**src/assert_macros.svh**
```systemverilog
// ----------------------------------------------------------------------------
// assert_macros - concurrent assertion helpers
// Clocked assertions with and without a reset qualifier.
// ----------------------------------------------------------------------------
`ifndef ASSERT_MACROS_SVH
`define ASSERT_MACROS_SVH

`ifndef SYNTHESIS
`define ASSERT_CLK(label, ck, rs, prop) \
  label: assert property (@(posedge ck) disable iff (rs) prop) \
    else $error("assertion failed");
`define ASSERT_ANY(label, ck, prop) \
  label: assert property (@(posedge ck) prop) \
    else $error("assertion failed");
`else
`define ASSERT_CLK(label, ck, rs, prop)
`define ASSERT_ANY(label, ck, prop)
`endif

`endif

```
**src/drf_pkg.sv**
```systemverilog
// ----------------------------------------------------------------------------
// drf_pkg - delimited record framer package
// Shared types and constants for the framer front, queue and back.
// ----------------------------------------------------------------------------
package drf_pkg;

  localparam logic [7:0] CH_LF = 8'h0A;
  localparam logic [7:0] CH_CR = 8'h0D;

  localparam logic [1:0] ST_COMPLETE  = 2'd0;
  localparam logic [1:0] ST_TRUNCATED = 2'd1;
  localparam logic [1:0] ST_OVERLONG  = 2'd2;
  localparam logic [1:0] ST_CUT_EOS   = 2'd3;

  localparam logic [7:0] REG_DELIMITER = 8'd0;
  localparam logic [7:0] REG_STRIP_CR  = 8'd1;
  localparam logic [7:0] REG_MAX_LEN   = 8'd2;
  localparam logic [7:0] REG_TRUNCATE  = 8'd3;

  localparam int SLOT_CR   = 0;
  localparam int SLOT_BYTE = 1;
  localparam int SLOT_END  = 2;

  localparam int QDEPTH = 4;
  localparam int QPTR_W = $clog2(QDEPTH);
  localparam int QCNT_W = $clog2(QDEPTH + 1);

  typedef struct packed {
    logic [7:0]  delimiter;
    logic        strip_cr;
    logic [15:0] max_len;
    logic        truncate_on_max;
  } cfg_t;

  // one accepted item: which results it causes and their payload
  typedef struct packed {
    logic [2:0] mask;
    logic [7:0] data;
    logic [1:0] status;
  } plan_t;

endpackage

```
**src/drf_front.sv**
```systemverilog
// ----------------------------------------------------------------------------
// drf_front - framer front end
// Accepts stream words, tracks record state and plans the results of each.
// ----------------------------------------------------------------------------
module drf_front #(
  parameter int LEN_BITS = 16
) (
  input  logic             clk,
  input  logic             rst,
  input  logic             push,
  output logic             full,
  input  logic             kind,
  input  logic [7:0]       data_byte,
  input  drf_pkg::cfg_t    cfg,
  output logic             q_push,
  output drf_pkg::plan_t   q_data,
  input  logic             q_full
);
  import drf_pkg::*;

  localparam int CW = (LEN_BITS > 16) ? LEN_BITS : 16;

  logic [LEN_BITS-1:0] record_count, record_count_next;
  logic                cr_held, cr_held_next;
  logic                dropping, dropping_next;
  logic                skip_next, skip_next_next;

  logic [LEN_BITS-1:0] cnt_sat;
  logic                is_delim;
  logic                hold;
  logic                lim;
  logic                accept;
  plan_t               plan;

  assign full     = q_full;
  assign accept   = push && !q_full;
  assign is_delim = (data_byte == cfg.delimiter);
  assign cnt_sat  = (record_count == {LEN_BITS{1'b1}}) ? record_count
                                                       : record_count + LEN_BITS'(1);
  assign hold     = cfg.strip_cr && (data_byte == CH_CR);
  assign lim      = (cfg.max_len != 16'd0) && (CW'(cnt_sat) >= CW'(cfg.max_len));

  always_comb begin
    plan              = '0;
    plan.data         = data_byte;
    record_count_next = record_count;
    cr_held_next      = cr_held;
    dropping_next     = dropping;
    skip_next_next    = skip_next;
    priority if (kind) begin
      plan.mask[SLOT_CR]  = cr_held;
      plan.mask[SLOT_END] = (record_count != '0) || cr_held;
      plan.status         = ST_CUT_EOS;
      record_count_next   = '0;
      cr_held_next        = 1'b0;
      dropping_next       = 1'b0;
      skip_next_next      = 1'b0;
    end else if (skip_next) begin
      skip_next_next = 1'b0;
    end else if (dropping) begin
      if (is_delim) begin
        dropping_next = 1'b0;
      end
    end else if (is_delim) begin
      plan.mask[SLOT_END] = 1'b1;
      plan.status         = ST_COMPLETE;
      cr_held_next        = 1'b0;
      record_count_next   = '0;
    end else begin
      plan.mask[SLOT_CR]   = cr_held;
      plan.mask[SLOT_BYTE] = !hold || lim;
      plan.mask[SLOT_END]  = lim;
      plan.status          = cfg.truncate_on_max ? ST_TRUNCATED : ST_OVERLONG;
      cr_held_next         = hold && !lim;
      record_count_next    = lim ? '0 : cnt_sat;
      if (lim) begin
        skip_next_next = cfg.truncate_on_max;
        dropping_next  = !cfg.truncate_on_max;
      end
    end
  end

  assign q_push = accept && (plan.mask != 3'd0);
  assign q_data = plan;

  always_ff @(posedge clk) begin
    if (rst) begin
      record_count <= '0;
      cr_held      <= 1'b0;
      dropping     <= 1'b0;
      skip_next    <= 1'b0;
    end else if (accept) begin
      record_count <= record_count_next;
      cr_held      <= cr_held_next;
      dropping     <= dropping_next;
      skip_next    <= skip_next_next;
    end
  end

endmodule

```
**src/drf_queue.sv**
```systemverilog
// ----------------------------------------------------------------------------
// drf_queue - plan queue
// Short FIFO of planned items between the front and the back.
// ----------------------------------------------------------------------------
module drf_queue (
  input  logic           clk,
  input  logic           rst,
  input  logic           push,
  input  drf_pkg::plan_t wr_data,
  output logic           full,
  input  logic           pop,
  output drf_pkg::plan_t rd_data,
  output logic           empty
);
  import drf_pkg::*;

  plan_t              slots [QDEPTH];
  logic [QPTR_W-1:0]  wr_ptr;
  logic [QPTR_W-1:0]  rd_ptr;
  logic [QCNT_W-1:0]  count;
  logic               do_push;
  logic               do_pop;

  assign full    = (count == QCNT_W'(QDEPTH));
  assign empty   = (count == '0);
  assign do_push = push && !full;
  assign do_pop  = pop && !empty;
  assign rd_data = slots[rd_ptr];

  always_ff @(posedge clk) begin
    if (do_push) begin
      slots[wr_ptr] <= wr_data;
    end
  end

  always_ff @(posedge clk) begin
    if (rst) begin
      wr_ptr <= '0;
      rd_ptr <= '0;
      count  <= '0;
    end else begin
      if (do_push) begin
        wr_ptr <= wr_ptr + QPTR_W'(1);
      end
      if (do_pop) begin
        rd_ptr <= rd_ptr + QPTR_W'(1);
      end
      unique case ({do_push, do_pop})
        2'b10:   count <= count + QCNT_W'(1);
        2'b01:   count <= count - QCNT_W'(1);
        default: count <= count;
      endcase
    end
  end

endmodule

```
**src/drf_back.sv**
```systemverilog
// ----------------------------------------------------------------------------
// drf_back - framer back end
// Expands planned items into result words, one per cycle unless the output stalls.
// ----------------------------------------------------------------------------
`include "assert_macros.svh"

module drf_back (
  input  logic           clk,
  input  logic           rst,
  input  drf_pkg::plan_t q_data,
  input  logic           q_empty,
  output logic           q_pop,
  output logic           empty,
  input  logic           pop,
  output logic [7:0]     out_byte,
  output logic           byte_valid,
  output logic           record_end,
  output logic [1:0]     status,
  output logic           last
);
  import drf_pkg::*;

  logic [2:0] cur_mask;
  logic [7:0] cur_data;
  logic [1:0] cur_status;
  logic       o_valid;
  logic [2:0] rem;
  logic       adv;
  logic       emit;
  logic       load;

  assign adv   = !o_valid || pop;
  assign emit  = adv && (cur_mask != 3'd0);
  assign rem   = cur_mask & (cur_mask - 3'd1);
  assign load  = (cur_mask == 3'd0) || (emit && (rem == 3'd0));
  assign q_pop = load && !q_empty;
  assign empty = !o_valid;

  always_ff @(posedge clk) begin
    if (rst) begin
      o_valid  <= 1'b0;
      cur_mask <= '0;
    end else begin
      if (adv) begin
        o_valid <= emit;
      end
      if (q_pop) begin
        cur_mask <= q_data.mask;
      end else if (emit) begin
        cur_mask <= rem;
      end
    end
  end

  always_ff @(posedge clk) begin
    if (q_pop) begin
      cur_data   <= q_data.data;
      cur_status <= q_data.status;
    end
    if (emit) begin
      last <= (rem == 3'd0);
      priority if (cur_mask[SLOT_CR]) begin
        out_byte   <= CH_CR;
        byte_valid <= 1'b1;
        record_end <= 1'b0;
        status     <= ST_COMPLETE;
      end else if (cur_mask[SLOT_BYTE]) begin
        out_byte   <= cur_data;
        byte_valid <= 1'b1;
        record_end <= 1'b0;
        status     <= ST_COMPLETE;
      end else begin
        out_byte   <= 8'd0;
        byte_valid <= 1'b0;
        record_end <= 1'b1;
        status     <= cur_status;
      end
    end
  end

  `ASSERT_CLK(a_pop_nonempty, clk, rst, q_pop |-> !q_empty)
  `ASSERT_CLK(a_rest_waits, clk, rst, (o_valid && !last) |-> (cur_mask != 3'd0))
  `ASSERT_CLK(a_emit_shows, clk, rst, emit |=> o_valid)
  `ASSERT_CLK(a_one_kind, clk, rst, o_valid |-> (byte_valid != record_end))

endmodule

```
**src/delimited_record_framer_unit.sv**
```systemverilog
// ----------------------------------------------------------------------------
// delimited_record_framer_unit - delimited record framer
// Splits a byte stream into records with CR strip, length limit and status.
// ----------------------------------------------------------------------------
//  channel  handshake             payload
//  input    push / full           kind, data_byte
//  result   empty / pop           out_byte, byte_valid, record_end, status, last
//  config   cfg_valid / cfg_ready cfg_index, cfg_data
//
//  One input word per cycle is classified by the front while full is low; each
//  input word yields 0 to 3 result words, which the back emits in turn.
//  An accepted word goes into the plan queue, then into the back's current item, then to the registered result.
//  rst is synchronous; it restores register defaults and clears record state.
//  full rises only when the four-entry plan queue is full; results hold on stall.
module delimited_record_framer_unit #(
  parameter int LEN_BITS = 16
) (
  input  logic        clk,
  input  logic        rst,
  input  logic        push,
  output logic        full,
  input  logic        kind,
  input  logic [7:0]  data_byte,
  output logic        empty,
  input  logic        pop,
  output logic [7:0]  out_byte,
  output logic        byte_valid,
  output logic        record_end,
  output logic [1:0]  status,
  output logic        last,
  input  logic        cfg_valid,
  output logic        cfg_ready,
  input  logic [7:0]  cfg_index,
  input  logic [15:0] cfg_data
);
  import drf_pkg::*;

  cfg_t  cfg;
  logic  q_push;
  plan_t q_wr_data;
  logic  q_full;
  logic  q_pop;
  plan_t q_rd_data;
  logic  q_empty;

  assign cfg_ready = 1'b1;

  always_ff @(posedge clk) begin
    if (rst) begin
      cfg.delimiter       <= CH_LF;
      cfg.strip_cr        <= 1'b1;
      cfg.max_len         <= 16'd0;
      cfg.truncate_on_max <= 1'b0;
    end else if (cfg_valid && cfg_ready) begin
      unique case (cfg_index)
        REG_DELIMITER: cfg.delimiter       <= cfg_data[7:0];
        REG_STRIP_CR:  cfg.strip_cr        <= cfg_data[0];
        REG_MAX_LEN:   cfg.max_len         <= cfg_data;
        REG_TRUNCATE:  cfg.truncate_on_max <= cfg_data[0];
        default:       cfg                 <= cfg;
      endcase
    end
  end

  drf_front #(
    .LEN_BITS (LEN_BITS)
  ) u_front (
    .clk       (clk),
    .rst       (rst),
    .push      (push),
    .full      (full),
    .kind      (kind),
    .data_byte (data_byte),
    .cfg       (cfg),
    .q_push    (q_push),
    .q_data    (q_wr_data),
    .q_full    (q_full)
  );

  drf_queue u_queue (
    .clk     (clk),
    .rst     (rst),
    .push    (q_push),
    .wr_data (q_wr_data),
    .full    (q_full),
    .pop     (q_pop),
    .rd_data (q_rd_data),
    .empty   (q_empty)
  );

  drf_back u_back (
    .clk        (clk),
    .rst        (rst),
    .q_data     (q_rd_data),
    .q_empty    (q_empty),
    .q_pop      (q_pop),
    .empty      (empty),
    .pop        (pop),
    .out_byte   (out_byte),
    .byte_valid (byte_valid),
    .record_end (record_end),
    .status     (status),
    .last       (last)
  );

endmodule

```
**config.mk**
```make
export PLATFORM = sky130hd
export DESIGN_NAME = delimited_record_framer_unit
export DESIGN_NICKNAME = d
export VERILOG_FILES = /design/src/drf_pkg.sv /design/src/drf_front.sv /design/src/drf_queue.sv /design/src/drf_back.sv /design/src/delimited_record_framer_unit.sv
export VERILOG_INCLUDE_DIRS = /design/src /design/src/src
export SDC_FILE = /design/constraint.sdc
export NUM_CORES = 1
export LEC_CHECK = 0
export BUFFER_PORTS_ARGS = -buffer_cell sky130_fd_sc_hd__clkbuf_2
export CELL_PAD_IN_SITES_DETAIL_PLACEMENT = 1
export CELL_PAD_IN_SITES_GLOBAL_PLACEMENT = 1
export CORE_UTILIZATION = 54
export CTS_BUF_LIST = sky130_fd_sc_hd__clkbuf_2
export DETAILED_ROUTE_END_ITERATION = 6
export GPL_TIMING_DRIVEN = 0
export PLACE_DENSITY_LB_ADDON = 0.25
export REMOVE_ABC_BUFFERS = 1
export SYNTH_ARGS = -nofsm -noshare
export SYNTH_HDL_FRONTEND = slang
export SYNTH_SLANG_ARGS = --single-unit
```
**constraint.sdc**
```tcl
create_clock -name clk -period 7 [get_ports clk]
set_clock_uncertainty 0.05 [all_clocks]
set_input_delay 1.4 -clock clk [delete_from_list [all_inputs] [get_ports clk]]
set_output_delay 1.4 -clock clk [all_outputs]
set_load 0.02 [all_outputs]
```
### After elaboration in Yosys (flattened, before gate mapping)

Memory sizes are Yosys's and may differ from the RTL's. A register that Yosys moved wholly into a read port is not among the register bits.
Index checks and enable logic that the tools add are counted.

| storage, ports and cells | value |
|---|---|
| register bits | 79 |
| bits in writable memories | 52 |
| input bits | 38 |
| output and inout port bits | 16 |
| word-level logic and storage cells | 123 |
| memories kept | 1 |

| cells by class | value |
|---|---|
| $add $sub $neg | 6 |
| magnitude comparators | 1 |
| equal/unequal tests | 11 |
| muxes and demuxes | 43 |
| bitwise logic cells | 2 |
| reductions and logical operators | 38 |

Memory list:

| memory | words | width | read ports | clocked after memory_dff | write ports | line | RTL |
|---|---|---|---|---|---|---|---|
| u_queue.slots | 4 | 13 | 1 | 1 | 1 | drf_queue.sv:17 | `plan_t slots [QDEPTH];` |

Operator list:

| operator | count |
|---|---|
| $mux W16 | 6 |
| $reduce_bool A16 Y1 | 2 |
| $mux W1 | 23 |
| $add A16 B1 Y16 const B | 1 |
| $eq A16 B16 Y1 const B | 1 |
| $eq A8 B2 Y1 const B | 2 |
| $ge A16 B16 Y1 | 1 |
| $mux W2 | 8 |
| $mux W3 | 4 |
| $logic_and A1 B1 Y1 | 10 |
| $reduce_and A2 Y1 | 5 |
| $logic_not A3 Y1 | 3 |
| $eq A8 B1 Y1 const B | 1 |
| $eq A8 B4 Y1 const B | 1 |
| $eq A8 B8 Y1 | 1 |
| $logic_not A8 Y1 | 1 |
| $logic_not A1 Y1 | 6 |
| $pmux W3 S2 | 1 |
| $reduce_bool A3 Y1 | 2 |
| $sub A3 B1 Y3 const B | 2 |
| $add A2 B1 Y2 const B | 2 |
| $logic_or A1 B1 Y1 | 4 |
| $mux W4 | 1 |
| $ne A2 B2 Y1 const B | 2 |
| other kinds (9) | 11 |

### Logic depth before layout (Yosys ltp)

Gate-level depths: netlist of run 1.

| logic depth | value |
|---|---|
| depth in word-level cells | 14 |
| gate-level depth with buffers | 20 |
| depth with buffers taken out | 19 |

### Hierarchy

Synthesis of run 1 repeated with hierarchy kept, for this count alone.

| unflattened totals | value |
|---|---|
| cell total of the unflattened synthesis | 558 |
| area total of the unflattened synthesis | 6611.3 um^2 |

By module, submodules not included:

| module | instances | cells an instance | area each (um^2) | seq. area each (um^2) |
|---|---|---|---|---|
| drf_queue | 1 | 121 | 2354.8 | 1741.7 |
| drf_front | 1 | 249 | 2010.7 | 380.4 |
| delimited_record_framer_unit | 1 | 113 | 1183.6 | 520.5 |
| drf_back | 1 | 75 | 1062.3 | 770.7 |

### Worst setup path before layout of run 1

No wires, ideal clock.

| timing path | value |
|---|---|
| path type | register to register |
| start point | register u_front.record_count[5] |
| end point | register u_queue.count[2] |
| library setup time | 0.071 ns |
| arrival | 4.057 ns |
| data required time | 6.879 ns |
| path slack | 2.822 ns |
| stages on the path, launching flop included | 20 |
| clock period less this slack | 4.178 ns |
| path through | dfxtp_1 > and4_1 > nand2_1 > or4_4 > nor2_2 > mux2i_1 > inv_1 > ha_1 > nand4_1 > or2_2 > a311oi_2 > o41ai_4 > a21oi_2 > inv_1 > ha_1 > inv_1 > fa_1 > xor2_1 > or3_1 > a21oi_1 |

| on the way | value |
|---|---|
| cells in the longest elaborated chain, start to end | 14 |
| elaborated cells between the ends (all ways) | 21 |
| those cells by class | add/sub (1); order compare (1); eq/ne (3); mux (8); reduce/logical (8) |

RTL lines:

| what | line | RTL |
|---|---|---|
| from (decl) | drf_front.sv:23 | `logic [LEN_BITS-1:0] record_count, record_count_next;` |
| from (signal assigned) | drf_front.sv:93 | `record_count <= record_count_next;` |
| $add A16 B1 Y16 or $eq A16 B16 Y1 (tied branches) | drf_front.sv:39, drf_front.sv:38 |  |
| $mux W16 | drf_front.sv:38 | `assign cnt_sat = (record_count == {LEN_BITS{1'b1}}) ? record_count` |
| $ge A16 B16 Y1 | drf_front.sv:41 | `assign lim = (cfg.max_len != 16'd0) && (CW'(cnt_sat) >= CW'(cfg.max_len));` |
| $logic_and A1 B1 Y1 | drf_front.sv:41 |  |
| $logic_or A1 B1 Y1 | drf_front.sv:71 | `plan.mask[SLOT_BYTE] = !hold \|\| lim;` |
| $mux W2 | drf_front.sv:64 | `end else if (is_delim) begin` |
| $mux W3 | drf_front.sv:60 | `end else if (dropping) begin` |
| $mux W3 | drf_front.sv:58 | `end else if (skip_next) begin` |
| $mux W1 | drf_front.sv:50 | `priority if (kind) begin` |
| $reduce_bool A3 Y1 * | drf_front.sv:83 | `assign q_push = accept && (plan.mask != 3'd0);` |
| $logic_and A1 B1 Y1 * | drf_front.sv:83 |  |
| $logic_and A1 B1 Y1 * | drf_queue.sv:26 | `assign do_push = push && !full;` |
| $eq A2 B1 Y1 or $eq A2 B2 Y1 (tied branches) | drf_queue.sv:48 | `unique case ({do_push, do_pop})` |
| $pmux W3 S2 or $reduce_bool A2 Y1 (tied branches) | - |  |
| to (signal assigned) | drf_queue.sv:49 | `2'b10: count <= count + QCNT_W'(1);` |
| to (signal assigned) | drf_queue.sv:50 | `2'b01: count <= count - QCNT_W'(1);` |
| to (signal assigned) | drf_queue.sv:51 | `default: count <= count;` |
| to (decl) | drf_queue.sv:20 | `logic [QCNT_W-1:0] count;` |

Mark *: on every way between the ends. The rest lies on a longest branch, timed or not.
A chain may end at the register's enable or synchronous reset.

### Worst setup path after layout of run 1

| timing path | value |
|---|---|
| start point | register u_front.record_count[3] |
| end point | register u_queue.count[2] |

The elaborated chain is that of the path after synthesis.

==> impl_metrics.ini, run 1 <==
[synth]
synth_area_leaders = edfxtp_1 (37%), dfxtp_1 (19%), mux4_2 (4.8%)
seq_area_frac_synth = 0.5541
syn_area_per_cell_um2 = 11.69
syn-cell-area_um2 = 6160
synth_cells = 527
synthMostInstantiatedCell = edfxtp_1
synth-edff-count = 75
synth-compound-area-share = 0.07699
async_flop_share = 0
yosysTopAreaCell = edfxtp_1
muxShareOfSynthArea = 0.09324
synth-warning-count = 0
synth_xor_xnor_area_share = 0.02986
synth_flop_cell = edfxtp_1
synth_top_area_share = 0.3656
synthDistinctLibCells = 63
yosys.area_share.simple = 0.1513
synth-adder-area-share = 0.05159
netlist_top_cells_count = edfxtp_1 (75), dfxtp_1 (58), nor2_1 (47), inv_1 (40), nand2_1 (40)
synth-seq-cells = 133
synth_top_family_by_area = simple AND/OR/NAND/NOR gates

[critical_path]
cp-end-kind = flop
crit_chain = and4_1 > nand2_1 > or4_4 > nor2_2 > mux2i_1 > inv_1 > ha_1 > nand4_1 > or2_2 > a311oi_2 > o41ai_4 > a21oi_2 > inv_1 > ha_1 > inv_1 > fa_1 > xor2_1 > or3_1 > a21oi_1
crit_path_frequent_cell = inv_1
worstPathRequired_ps = 7510
worstSetupStartpointType = flop
slowest_delay_ps = 890
crit_type = flop to flop
arrival_ps = 5830
crit_path_top_delay_cell = o41ai_4
cp_max_fo = 14

[grt]
grt_overflow = 0
antenna_found_initial = 0
grt_first_pass_wirelength_mm = 23.32
track_usage = 0.2698
grt_max_degree = 53
grt_pass1_vias = 4600

[clocking]
cts_buffer_depth = 2
postCtsSetupBuffers = 0
clockRootBuffer = clkbuf_2
cts_tree = yes
cts.sinks = 133
postCtsHoldBufs = 0
cts_buffers = 17
htree_levels = 4
clk_pin_slew_worst_paths_ps = 190
clk_latency_ps = 660
cts-resized-gates = 0

[drt]
avgViaCountPerCell = 5.758
wl_mm = 14.27
wl_per_cell_um = 19.49
firstDrtPassIters = 4
vias = 4215
drt_iter0_markers = 175
drc = 0
ant_nets = 0

[power]
p_per_area_nw_per_um2 = 280.5
power_frac_comb = 0.216
seq_power_share = 0.562
p_int_uw = 1264
switchingPower_uw = 613.7
p_leak_uw = 0.002639
ir_worst_vdd_v = 0.0001978
clock_power_share = 0.222
switching_share = 0.3269

[job]
drv_cap = 0

[place]
placedCellCount = 700
gp_congestion = 0.9133
port_buffers = 52
post-dp-hpwl_mm = 10.54

[cells_and_area]
fill_cells = 1156
num_antenna_cells = 0
final_cells = 732
drive_gt1_frac = 0.1858
layout-area-overhead-vs-synth_pct = 8.674
nets = 641

[sta]
fin_crit_sh = 0.7605
slew_violations = 0
tns_ps = 0
setup_viol = 0
hold_viol = 0
fin_crit_ps = 5323
relSlewSlack = 0.1988
rsz0062_at_grt = false
worst_slew_pin_slew_ps = 1202
fmax_mhz = 187.9

[floorplanning]
die_x_um = 108.8
initial_utilization = 0.5608
die_area_um2 = 11840
pin_count = 54
fp.dieH_um = 108.8
coreArea_um2 = 10980
num_rows = 38

[min_path]
hold_path_class = flop to flop

[run_status]
outcome = complete, no violations
## worst paths after layout
check,startpoint,endpoint,slack (ps),cells past startpoint
setup / recovery,u_front.record_count[3],u_queue.count[2],1680,19
hold / removal,u_front.record_count[1],u_front.record_count[1],460,2
setup reg to reg,u_front.record_count[3],u_queue.count[2],1680,19
hold reg to reg,u_front.record_count[1],u_front.record_count[1],460,2
## flip-flops by register name, indices dropped and copies added, names as in the netlist, 2 cells and up, named ones only
signal,flops
u_queue.rd_ptr,2
u_front.record_count,16
u_back.out_byte,8
u_queue.wr_ptr,2
cfg,26
u_back.cur_mask,3
u_back.status,2
u_queue.slots,52
u_queue.count,3
u_back.cur_status,2
u_back.cur_data,8
## critical path: cells and delay by family, from the launching register on
family | cells | cell delay [ps]
AOI/OAI and AO/OA | 4 | 1390
xor gates and xnor gates | 1 | 160
adders and majority gates | 3 | 910
buffers and inverters | 3 | 300
DFF | 1 | 480
muxes | 1 | 240
and+or+nand+nor | 7 | 1690
## cell families (layout without fill, tap and decap cells)
family / after synthesis / in the layout
simple gates: 178 / 178
flops: 133 / 133
compound gates: 69 / 69
buf+inv: 59 / 124
mux: 41 / 41
fa+ha+maj: 25 / 25
xor+xnor: 21 / 21
other cells: 1 / 1
## cell type report
| cell class | count | area, um2 | area share |
|---|---|---|---|
| Clock buffer | 20 | 100.1 | 0.01495 |
| Clock inverter | 12 | 108.9 | 0.01626 |
| Inverter | 40 | 150.1 | 0.02243 |
| Multi-Input combinational cell | 335 | 2486 | 0.3714 |
| Sequential cell | 133 | 3413 | 0.5099 |
| Tap cell | 140 | 175.2 | 0.02617 |
| Timing Repair Buffer | 52 | 260.3 | 0.03888 |
## cell usage in the layout, fill, tap and decap left out, types with 4 or more instances in the layout
master,netlist,layout
nand2b_1,9,9
nand4_1,9,9
xnor2_1,6,6
clkinvlp_4,0,4
edfxtp_1,75,75
clkbuf_2,0,72
inv_1,40,40
o21ai_0,16,16
ha_1,23,23
xor2_1,15,15
nor4_1,13,13
nor2b_1,6,6
a21oi_1,14,14
and2_1,11,11
and3_1,4,4
dfxtp_1,58,58
nand2_1,40,40
a21o_1,6,6
clkinv_4,0,4
mux2i_1,27,27
o21ai_1,6,6
nand3_1,12,12
a31oi_1,4,4
mux4_2,13,13
nor3_1,6,6
nor2_1,47,47
## per-layer routing
metal,vias to the layer above,share of wire,GRT usage
li1,2005,-,-
met1,2069,0.38,0.2800
met2,108,0.55,0.5086
met3,33,0.033,0.05559
met4,0,0.034,0.1390
met5,-,0,0
## stage by stage
step / area (um2) / power, uW / setup slack, ps / util / hold slack [ps]
after floorplan: 6050 / 1319 / 2617 / - / 394.9
after global placement: 6485 / 1425 / 2073 / 0.5905 / 412.7
after detailed placement: 6485 / 1481 / 1725 / 0.5905 / 450.6
after CTS: 6694 / 1893 / 1659 / 0.6095 / 471.9
after global routing: 6694 / 1976 / 1368 / 0.6095 / 514.3
final: 6694 / 1877 / 1677 / 0.6095 / 464.5
## power by group through the flow
stage	clock, uW	sequential (uW)	combinational [uW]
2_1_floorplan	0	1090	234
3_3_place_gp	0	1060	369
3_5_place_dp	0	1080	405
4_1_cts	425	1060	410
5_1_grt	458	1070	446
6_report	416	1050	406
(Power assumes the default switching activity.)
==> inputs of run 2 (changes only) <==
CORE_UTILIZATION = 45   (was 54)
clock period = 4.6 ns   (was 7 ns; I/O delays follow)
==> impl_metrics.ini, run 2 (synthesized netlist as in run 1, its figures left out) <==
[clocking]
htree_levels = 4
clk_latency_ps = 700
clockRootBuffer = clkbuf_2
cts_buffer_depth = 2
cts.sinks = 133
cts_buffers = 17
cts_tree = yes
clk_pin_slew_worst_paths_ps = 210

[drt]
vias = 4155
wl_per_cell_um = 16.90
drt_iter0_markers = 165
firstDrtPassIters = 5
avgViaCountPerCell = 5.375
wl_mm = 13.06
drc = 0
ant_nets = 0

[cells_and_area]
layout-area-overhead-vs-synth_pct = 12.49
top_regs = u_queue.slots x52, cfg x26, u_front.record_count x16
largest_register = u_queue.slots
fill_cells = 1448
final_cell_mix = edfxtp_1 (75), clkbuf_2 (70), dfxtp_1 (52)
num_antenna_cells = 0
fin_util = 0.5212
final_common_cell = edfxtp_1
finalInstanceArea_um2 = 6929
seq_area_um2 = 3431
multi_input_area_um2 = 2551
drive_gt1_frac = 0.2144
largest_register_ffs = 52
nets = 647

[critical_path]
slowest_delay_ps = 570
crit_path_top_delay_cell = or4_4
crit_buf_inv = 4
crit_chain = and4_4 > nand2_2 > or4_4 > nor2_4 > mux2i_2 > inv_2 > ha_4 > nand4_1 > or2_4 > a21oi_1 > o41ai_4 > buf_4 > a21oi_4 > inv_1 > ha_1 > inv_1 > fa_1 > xor2_1 > or3_1 > a21oi_1
worstPathRequired_ps = 5160
path_delay_family = simple AND/OR/NAND/NOR gates
arrival_ps = 4920
worstSetupStartpointType = flop
cp_max_fo = 6
cp-end-kind = flop
crit_type = flop to flop

[sta]
slew_violations = 0
worst_slew_pin_slew_ps = 1102
setup_viol = 0
relSlewSlack = 0.2652
fin_ws_ps = 242.5
fmax_mhz = 229.5
fin_crit_ps = 4357
timing.hold.ws_ps = 387.5
hold_viol = 0
fin_crit_sh = 0.9473

[power]
p_leak_uw = 0.002731
p_per_area_nw_per_um2 = 428.6
report.power.total_uw = 2970
ir_worst_vdd_v = 0.0001446

[min_path]
hold_path_class = input pin to flop

[floorplanning]
die_area_um2 = 14160
pin_count = 54
num_rows = 42
coreArea_um2 = 13300
initial_utilization = 0.4633
fp.dieH_um = 119.0
die_x_um = 119.0

[grt]
grt_max_degree = 53
antenna_found_initial = 0
grt_pass1_vias = 4426
grt_first_pass_wirelength_mm = 21.94
grt_overflow = 0
track_usage = 0.2013

[place]
port_buffers = 52
dpl_cell_area_um2 = 6530
post-dp-hpwl_mm = 9.523
gp_congestion = 0.8205
pre_cts_ws_ps = -628.5

[job]
drv_cap = 0

[run_status]
outcome = complete, no violations
## run 2: per-layer routing
layer | vias up | track usage | share of wire
met3 | 12 | 0.03784 | 0.029
met5 | - | 0 | 0
met1 | 2058 | 0.2193 | 0.40
met2 | 72 | 0.3826 | 0.56
met4 | 0 | 0.07437 | 0.0096
li1 | 2013 | - | -
## run 2: repair_timing
action	in CTS	in global routing
gates resized for setup	10	13
buffers inserted	4	2
hold buffers	0	0
endpoints found under the hold margin	0	0
pin swaps	3	6
endpoints found under the setup margin	55	54
## run 2: area by class of cell
cell class                      count  area share
Multi-Input combinational cell    335      0.3682
Clock buffer                       18     0.01300
Inverter                           40     0.02167
Timing Repair Buffer               58     0.04406
Clock inverter                     13     0.02618
Sequential cell                   133      0.4951
Tap cell                          176     0.03178
## run 2: final timing paths
kind | startpoint | end | slack, ps | cells after the start
worst max-delay path | u_front.record_count[4] | u_queue.count[2] | 240 | 20
worst max register to register | u_front.record_count[4] | u_queue.count[2] | 240 | 20
worst min-delay path | cfg_data[11] | cfg[12] | 390 | 3
worst min register to register | u_front.record_count[1] | u_front.record_count[1] | 450 | 2
## run 2: worst register-to-register path: stages, from the launching register on
cell	delay, ps
dfxtp_4	420
and4_4	240
nand2_2	80
or4_4	570
nor2_4	110
mux2i_2	260
inv_2	90
ha_4	230
nand4_1	120
or2_4	160
a21oi_1	60
o41ai_4	310
buf_4	190
a21oi_4	70
inv_1	80
ha_1	180
inv_1	70
fa_1	380
xor2_1	160
or3_1	310
a21oi_1	140
## run 2: power by group
group | internal [uW] | switching (uW) | leakage, uW | total (uW)
clock network | 358 | 433 | 0.000164 | 791
registers | 1480 | 103 | 0.00115 | 1580
logic | 247 | 352 | 0.00142 | 599
total | 2080 | 889 | 0.00273 | 2970
## run 2: metrics by stage
stage / std cells / TNS [ps]
floorplan: 508 / 0
global placement: 736 / -669.6
detailed placement: 736 / -4326
CTS: 771 / 0
global route: 773 / -2.150
finish: 773 / 0
==> inputs of run 3 (changes only) <==
CORE_UTILIZATION = 50   (was 45)
clock period = 4.85 ns   (was 4.6 ns; I/O delays follow)
==> impl_metrics.ini, run 3 (synthesized netlist as in run 1, its figures left out) <==
[place]
port_buffers = 52
post-dp-hpwl_mm = 9.847
gp_congestion = 0.8441

[clocking]
cts_buffers = 17
clockRootBuffer = clkbuf_2
postCtsHoldBufs = 0
clk_pin_slew_worst_paths_ps = 210
cts_buffer_depth = 2
cts_tree = yes
htree_levels = 4
clk_latency_ps = 700
cts.sinks = 133

[critical_path]
crit_path_end = u_queue.count[1]
reg2reg_depth = 20
slowest_delay_ps = 590
reg2reg_to = u_queue.count[1]
crit_path_frequent_cell = inv_1
crit_path_top_delay_cell = or4_4
cp-end-kind = flop
worstSetupStartpointType = flop
r2r_setup_slack_ps = 300
crit_buf_inv = 4
crit_type = flop to flop
arrival_ps = 5120
path_delay_family = simple AND/OR/NAND/NOR gates
crit_chain = and4_1 > nand2_1 > or4_4 > nor2_2 > mux2i_1 > inv_1 > ha_1 > nand4_1 > or2_2 > a311oi_2 > o41ai_4 > buf_4 > a21oi_4 > inv_1 > ha_1 > inv_1 > fa_1 > nor2_1 > a21oi_1 > nor2_1
r2r-start = u_front.record_count[5]
cp_max_fo = 7
path_depth = 20
crit_path_start = u_front.record_count[5]
worstPathRequired_ps = 5420

[power]
seq_power_share = 0.539
p_leak_uw = 0.002694
p_per_area_nw_per_um2 = 411.9
ir_worst_vdd_v = 0.0001693
power_frac_comb = 0.203
clock_power_share = 0.257
p_int_uw = 1924
switchingPower_uw = 873.4
switching_share = 0.3123

[cells_and_area]
top_regs = u_queue.slots x52, cfg x26, u_front.record_count x16
final_common_cell = edfxtp_1
layout-area-overhead-vs-synth_pct = 10.24
drive_gt1_frac = 0.1970
num_antenna_cells = 0
final_cell_mix = edfxtp_1 (75), clkbuf_2 (69), dfxtp_1 (53)
fin_util = 0.5653
largest_register_ffs = 52
nets = 643
largest_register = u_queue.slots

[grt]
track_usage = 0.2311
antenna_found_initial = 0
grt_overflow = 0
grt_max_degree = 53
grt_first_pass_wirelength_mm = 22.16
grt_pass1_vias = 4518

[sta]
relSlewSlack = 0.1868
hold_viol = 0
rsz0062_at_grt = false
fmax_mhz = 219.7
fin_crit_sh = 0.9384
setup_viol = 0
slew_violations = 0
fin_crit_ps = 4551
tns_ps = 0
worst_slew_pin_slew_ps = 1220

[drt]
dr_wl_met3_um = 325
routed.top_layer = met4
wl_mm = 13.63
ant_nets = 0
vias = 4217
firstDrtPassIters = 4
drt_iter0_markers = 225
drc = 0
wl_per_cell_um = 18.39
routed-wl-met2_mm = 7.533
avgViaCountPerCell = 5.691
wl_met1_mm = 5.393

[floorplanning]
fp.dieH_um = 113.0
coreArea_um2 = 12010
pin_count = 54
num_rows = 40
die_area_um2 = 12770
initial_utilization = 0.5128
die_x_um = 113.0

[min_path]
min_from = cfg_data[1]
hold_depth = 2
hold_path_class = input pin to flop

[job]
drv_cap = 0

[run_status]
outcome = complete, no violations
[run 3: routing by layer]
metal  track usage  vias to the layer above
met3       0.04874                       29
met4        0.1044                        0
met2        0.4420                       81
met1        0.2424                     2089
li1              -                     2018
met5             0                        -
[run 3: worst min-delay path by stage]
stage	endpoint	slack [ps]
global placement	cfg[17]	410
detailed placement	u_front.record_count[1]	440
floorplan	cfg[17]	390
global route	cfg[19]	380
CTS	cfg[19]	370
finish	cfg[19]	430
[run 3: what timing repair did]
action                                  CTS  global route
endpoints found under the setup margin    2             2
gates resized for setup                   0             7
hold endpoints to repair                  0             0
pin swaps                                 1             2
buffers inserted                          1             1
gates cloned                              0             0
[run 3: through the flow]
| step | hold WS, ps | worst slack [ps] | cells | instance area [um2] | total power, uW |
|---|---|---|---|---|---|
| finish | 430.4 | 298.7 | 741 | 6790 | 2797 |
| floorplan | 394.9 | 466.6 | 508 | 6050 | 1904 |
| detailed placement | 440.2 | -240.6 | 707 | 6494 | 2108 |
| CTS | 367.6 | 197.1 | 740 | 6763 | 2830 |
| global route | 384.7 | 0.4374 | 741 | 6790 | 2928 |
| global placement | 412.1 | -96.85 | 707 | 6494 | 2060 |
[run 3: area by class of cell]
class | instances | area [um2]
timing repair buffer | 54 | 275.3
clock buffer | 17 | 85.08
clock inverter | 15 | 176.4
multi-input combinational | 335 | 2500
fill | 1302 | 5221
tap | 147 | 183.9
sequential | 133 | 3420
inverter | 40 | 150.1
[run 3: power by group through the flow]
stage	clock [uW]	sequential [uW]	combinational [uW]
global route	772	1530	622
global placement	0	1530	535
finish	719	1510	569
CTS	740	1510	576
detailed placement	0	1540	568
floorplan	0	1570	337
